### config.mk
export PLATFORM = sky130hd
export DESIGN_NAME = ipm_cell
export DESIGN_NICKNAME = d
export VERILOG_FILES = /design/src/sv/ipm_pkg.sv /design/src/sv/ipm_cell.sv
export SDC_FILE = /design/constraint.sdc
export NUM_CORES = 1
export LEC_CHECK = 0
export BUFFER_PORTS_ARGS = -buffer_cell sky130_fd_sc_hd__buf_2
export CAP_MARGIN = 10
export CORE_ASPECT_RATIO = 1.4
export CORE_MARGIN = 2
export CORE_UTILIZATION = 40
export CTS_CLUSTER_SIZE = 16
export DETAILED_ROUTE_END_ITERATION = 8
export PLACE_DENSITY = 0.7
export REMOVE_ABC_BUFFERS = 1
export SLEW_MARGIN = 15
export SYNTH_ARGS = -nofsm -noshare
export SYNTH_HDL_FRONTEND = slang
export SYNTH_SLANG_ARGS = --single-unit
### constraint.sdc
create_clock -name clock -period 3.7 [get_ports clock]
set_input_delay 0.74 -clock clock [delete_from_list [all_inputs] [get_ports clock]]
set_output_delay 0.74 -clock clock [all_outputs]
set_load 0.01 [all_outputs]
### src/sv/ipm_pkg.sv
// Shared types, codes and helpers for the IPv4 prefix match table.
// Used by ipm_cell and ipv4_prefix_match_table; depends on nothing.
`default_nettype none

package ipm_pkg;

   localparam int ENTRIES_DEF  = 256;
   localparam int TAG_BITS_DEF = 16;

   localparam logic [31:0] ALL_ONES = 32'hffff_ffff;
   localparam logic [5:0]  MAX_LEN  = 6'd32;

   typedef enum logic [1:0] {
      OP_LOOKUP = 2'd0,
      OP_INSERT = 2'd1,
      OP_DELETE = 2'd2,
      OP_CLEAR  = 2'd3
   } op_type;

   typedef enum logic [1:0] {
      ST_OK     = 2'd0,
      ST_MISS   = 2'd1,
      ST_FULL   = 2'd2,
      ST_FAMILY = 2'd3
   } stat_type;

   typedef enum logic {
      FSM_IDLE = 1'b0,
      FSM_SCAN = 1'b1
   } fsm_type;

   typedef enum logic [1:0] {
      CSR_GROUP_MODE = 2'd0
   } csr_addr_type;

   typedef struct packed {
      logic [1:0]  opcode;
      logic [31:0] address;
      logic [5:0]  prefix_len;
      logic [15:0] group_tag;
      logic        is_ipv4;
   } req_type;

   typedef struct packed {
      logic [1:0]  status;
      logic [5:0]  matched_len;
      logic [15:0] tag_out;
   } rsp_type;

   typedef struct packed {
      logic       active;
      logic       best_valid;
      logic       exact_found;
      logic       free_found;
      logic [5:0] best_len;
   } scan_type;

   typedef struct packed {
      logic set_new;
      logic set_tag;
      logic kill;
      logic clear_all;
   } cmd_type;

   function automatic logic [31:0] len_mask(input logic [5:0] len);
      return ~(ALL_ONES >> len);
   endfunction

endpackage

`default_nettype wire

### src/sv/ipm_cell.sv
// One table slot of the prefix chain: holds a prefix, length and tag, folds
// its compare into the scan token passing through. Depends on ipm_pkg.
`default_nettype none

module ipm_cell import ipm_pkg::*; #(
   parameter int IDX_W      = 8,
   parameter int TAG_BITS   = TAG_BITS_DEF,
   parameter int CELL_INDEX = 0
) (
   input  wire logic                clock,
   input  wire logic                reset,
   input  wire logic [31:0]         q_address,
   input  wire logic [31:0]         q_base,
   input  wire logic [5:0]          q_len,
   input  wire scan_type            scan_in,
   input  wire logic [TAG_BITS-1:0] best_tag_in,
   input  wire logic [IDX_W-1:0]    exact_idx_in,
   input  wire logic [IDX_W-1:0]    free_idx_in,
   output scan_type                 scan_out,
   output logic [TAG_BITS-1:0]      best_tag_out,
   output logic [IDX_W-1:0]         exact_idx_out,
   output logic [IDX_W-1:0]         free_idx_out,
   input  wire cmd_type             cmd,
   input  wire logic [IDX_W-1:0]    cmd_idx,
   input  wire logic [31:0]         cmd_prefix,
   input  wire logic [5:0]          cmd_len,
   input  wire logic [TAG_BITS-1:0] cmd_tag
);

   localparam logic [IDX_W-1:0] MY_IDX = IDX_W'(CELL_INDEX);

   logic                valid_ff, valid_in;
   logic [31:0]         prefix_ff, prefix_in;
   logic [5:0]          len_ff, len_in;
   logic [TAG_BITS-1:0] tag_ff, tag_in;
   scan_type            scan_ff, scan_in_nxt;
   logic [TAG_BITS-1:0] best_tag_ff, best_tag_in_nxt;
   logic [IDX_W-1:0]    exact_idx_ff, exact_idx_in_nxt;
   logic [IDX_W-1:0]    free_idx_ff, free_idx_in_nxt;

   logic match, exact, take_best, take_exact, take_free, hit_me;

   always_comb begin
      match      = valid_ff && ((q_address & len_mask(len_ff)) == prefix_ff);
      exact      = valid_ff && (len_ff == q_len) && (prefix_ff == q_base);
      take_best  = match && (!scan_in.best_valid || (len_ff > scan_in.best_len));
      take_exact = exact && !scan_in.exact_found;
      take_free  = !valid_ff && !scan_in.free_found;

      scan_in_nxt.active      = scan_in.active;
      scan_in_nxt.best_valid  = scan_in.best_valid | match;
      scan_in_nxt.exact_found = scan_in.exact_found | exact;
      scan_in_nxt.free_found  = scan_in.free_found | !valid_ff;
      scan_in_nxt.best_len    = take_best ? len_ff : scan_in.best_len;
      best_tag_in_nxt         = take_best ? tag_ff : best_tag_in;
      exact_idx_in_nxt        = take_exact ? MY_IDX : exact_idx_in;
      free_idx_in_nxt         = take_free ? MY_IDX : free_idx_in;
   end

   always_comb begin
      hit_me    = (cmd_idx == MY_IDX);
      valid_in  = valid_ff;
      prefix_in = prefix_ff;
      len_in    = len_ff;
      tag_in    = tag_ff;
      if (cmd.clear_all) begin
         valid_in = 1'b0;
      end else if (cmd.set_new && hit_me) begin
         valid_in = 1'b1;
      end else if (cmd.kill && hit_me) begin
         valid_in = 1'b0;
      end
      if (cmd.set_new && hit_me) begin
         prefix_in = cmd_prefix;
         len_in    = cmd_len;
      end
      if ((cmd.set_new || cmd.set_tag) && hit_me) begin
         tag_in = cmd_tag;
      end
   end

   always_ff @(posedge clock) begin
      if (reset) begin
         valid_ff <= 1'b0;
         scan_ff  <= '0;
      end else begin
         valid_ff <= valid_in;
         scan_ff  <= scan_in_nxt;
      end
   end

   always_ff @(posedge clock) begin
      prefix_ff    <= prefix_in;
      len_ff       <= len_in;
      tag_ff       <= tag_in;
      best_tag_ff  <= best_tag_in_nxt;
      exact_idx_ff <= exact_idx_in_nxt;
      free_idx_ff  <= free_idx_in_nxt;
   end

   assign scan_out      = scan_ff;
   assign best_tag_out  = best_tag_ff;
   assign exact_idx_out = exact_idx_ff;
   assign free_idx_out  = free_idx_ff;

endmodule

`default_nettype wire

==> metrics.yaml <==
cts:
  cts_tree: "done"
  root_buffer: "clkbuf_16"
  cts_hold_buffers: 0
  clk_pin_slew_ps: 80
  post_cts_buffers: 0
  cts_num_sinks: 97
  cts_buffers: 9
  cts_max_level: 3
  clock_latency_ps: 350
  cts.path.max_buffers: 2
  cts_resized: 0
die:
  boundaryPins: 222
  core_area_sq_mm: 0.0119
  rows: 47
  initial_utilization: 0.412
  die_h_microns: 135
  die_area_sq_mm: 0.0132
  fp.dieW_microns: 97.5
global_routing:
  grt_pass1_wl_microns: 23400
  grt_max_degree: 40
  grt_usage: 0.228
  grt_pass1_vias: 4655
  overflow: 0
  antenna_found_initial: 1
finish:
  drive_gt1_frac: 0.405
  layout_commonest_cell: "buf_2"
  nets: 850
  final_cell_mix: "buf_2 (221), edfxtp_1 (54), dfxtp_1 (43), inv_1 (35), nor2b_1 (34)"
  area_delta_synth_final_pct: 31.4
  final_area_sq_mm: 0.00644
synthesis:
  ys_seq_elements: 97
  synth_enable_flop_cells: 54
  synth.yosys.seq_area_share: 0.507
  ys.flop_type: "edfxtp_1"
  ys_types: 65
  syn_area_sq_mm: 0.00490
  yosysWarnings: 0
  avgSynthCellArea_sq_um: 11.0
  postSynth.asyncResetShare: 0
  synth_cells: 445
timing:
  fin_setup_tns_ps: 0
  finalClockSkew_ps: 7.54
  setup_viol: 0
  rsz0062_at_grt: "no"
  fin_crit_sh: 0.894
  period_needed_ps: 3310
  hold_viol_final: 0
  max_slew_margin: 0.389
  drv_slew: 0
  worst_slew_pin_slew_ps: 917
  fmax_ghz: 0.302
worst_hold_path:
  hold_end: "best_tag_out[15]"
  whs_path_depth: 1
  hp-class: "flop to flop"
  min_from: "tag_ff[15]"
power_and_ir_drop:
  max-vdd-ir-drop_mv: 0.274
  p_per_area_mw_per_mm2: 374
  p_leak_uw: 0.00279
drt:
  routed_wl_microns: 15300
  first_iter_violations: 189
  num_vias: 4393
  drcViolationCount: 0
  first_pass_iters: 4
  detail_route.wl_per_cell_microns: 18.7
  via_per_inst: 5.38
  antenna_left: 0
outcome:
  status: "completed"
placed_design:
  post_dp_cell_area_sq_mm: 0.00611
  gp_congestion: 0.904
  port_buffers: 221
  place_hpwl_microns: 12300
setup_path:
  crit_arrival_ps: 3540
  startpoint: "len_ff[1]"
  crit_slowest_cell: "edfxtp_1"
  r2r_end: "best_tag_out[1]"
  worstSetupPathType: "flop to flop"
  max_stage_delay_ps: 840
  r2r_slack_ps: 390
  r2r-start: "len_ff[1]"
  crit_fanout: 20
  crit_chain: "ha_1 > nor2b_1 > o21ai_0 > nand2b_1 > a2111oi_0 > o21ai_1 > nand3_4 > mux2_2"
  reg2reg_depth: 8
  cp-start-kind: "flop"
  cp-end-kind: "flop"
  crit_required_ps: 3940
flow_run:
  drv_cap: 0
==> critical path, delay by kind of cell, from the launching register on <==
| family | cells | cell delay, ps |
|---|---|---|
| and+or+nand+nor | 3 | 530 |
| DFF | 1 | 840 |
| adders and majority gates | 1 | 380 |
| AOI/OAI and AO/OA | 3 | 1050 |
| muxes | 1 | 390 |
==> sequential cells by signal, indices dropped and copies added (netlist names) <==
signal         count
free_idx_out       8
exact_idx_out      8
valid_ff           1
best_tag_out      16
scan_out          10
prefix_ff         32
tag_ff            16
len_ff             6
==> through the flow <==
step	hold WS, ps	total power [uW]	utilization	setup WS (ps)	instances
2_1_floorplan	449	1280	-	782	423
3_3_place_gp	450	1420	0.514	562	800
3_5_place_dp	458	1430	0.514	476	800
4_1_cts	474	2430	0.542	461	816
5_1_grt	485	2490	0.542	146	817
6_report	473	2410	0.542	391	817
==> where the power goes <==
group,switching [uW],internal (uW),total (uW)
clock network,457,546,1000
logic,106,131,237
registers,7.36,1160,1170
total,569,1840,2410
==> worst max path at each step <==
stage	cells past startpoint	end	slack, ps
3_5_place_dp	8	best_tag_out[11]	480
4_1_cts	8	best_tag_out[11]	460
5_1_grt	8	best_tag_out[11]	150
2_1_floorplan	8	best_tag_out[0]	780
3_3_place_gp	10	best_tag_out[4]	560
6_report	8	best_tag_out[1]	390
==> layout make-up <==
type / count / area [sq um]
Antenna cell: 1 / 2.50
Clock buffer: 9 / 225
Clock inverter: 7 / 98.8
Fill cell: 1074 / 5440
Inverter: 35 / 131
Multi-Input combinational cell: 291 / 2140
Sequential cell: 97 / 2480
Tap cell: 147 / 184
Timing Repair Buffer: 230 / 1170
==> Yosys cell counts (10+ instances only) <==
cell	number	area, sq um
inv_1	35	131
edfxtp_1	54	1620
xnor2_1	26	228
mux2_4	10	150
nand4_1	21	131
a21oi_1	20	100
nand2_1	10	37.5
o21ai_0	24	120
dfxtp_1	43	861
nor2b_1	34	213
buf_2	11	55.1
==> layer usage <==
metal | routed length (microns) | track usage
met5 | 0 | 0
met4 | 708 | 0.128
met3 | 890 | 0.0554
met2 | 7890 | 0.398
met1 | 5770 | 0.254
==> kinds of logic (layout without fill, tap and decap cells) <==
| family | after synthesis | in the layout | share of synthesized area |
|---|---|---|---|
| adders and majority gates | 6 | 6 | 0.0153 |
| muxes | 17 | 17 | 0.0465 |
| DFF | 97 | 97 | 0.507 |
| other | 0 | 1 | 0 |
| and+or+nand+nor | 119 | 119 | 0.150 |
| AOI/OAI and AO/OA | 118 | 118 | 0.169 |
| xor gates and xnor gates | 31 | 31 | 0.0554 |
| buffers and inverters | 57 | 281 | 0.0572 |
Power figures use the tool's default switching activity.
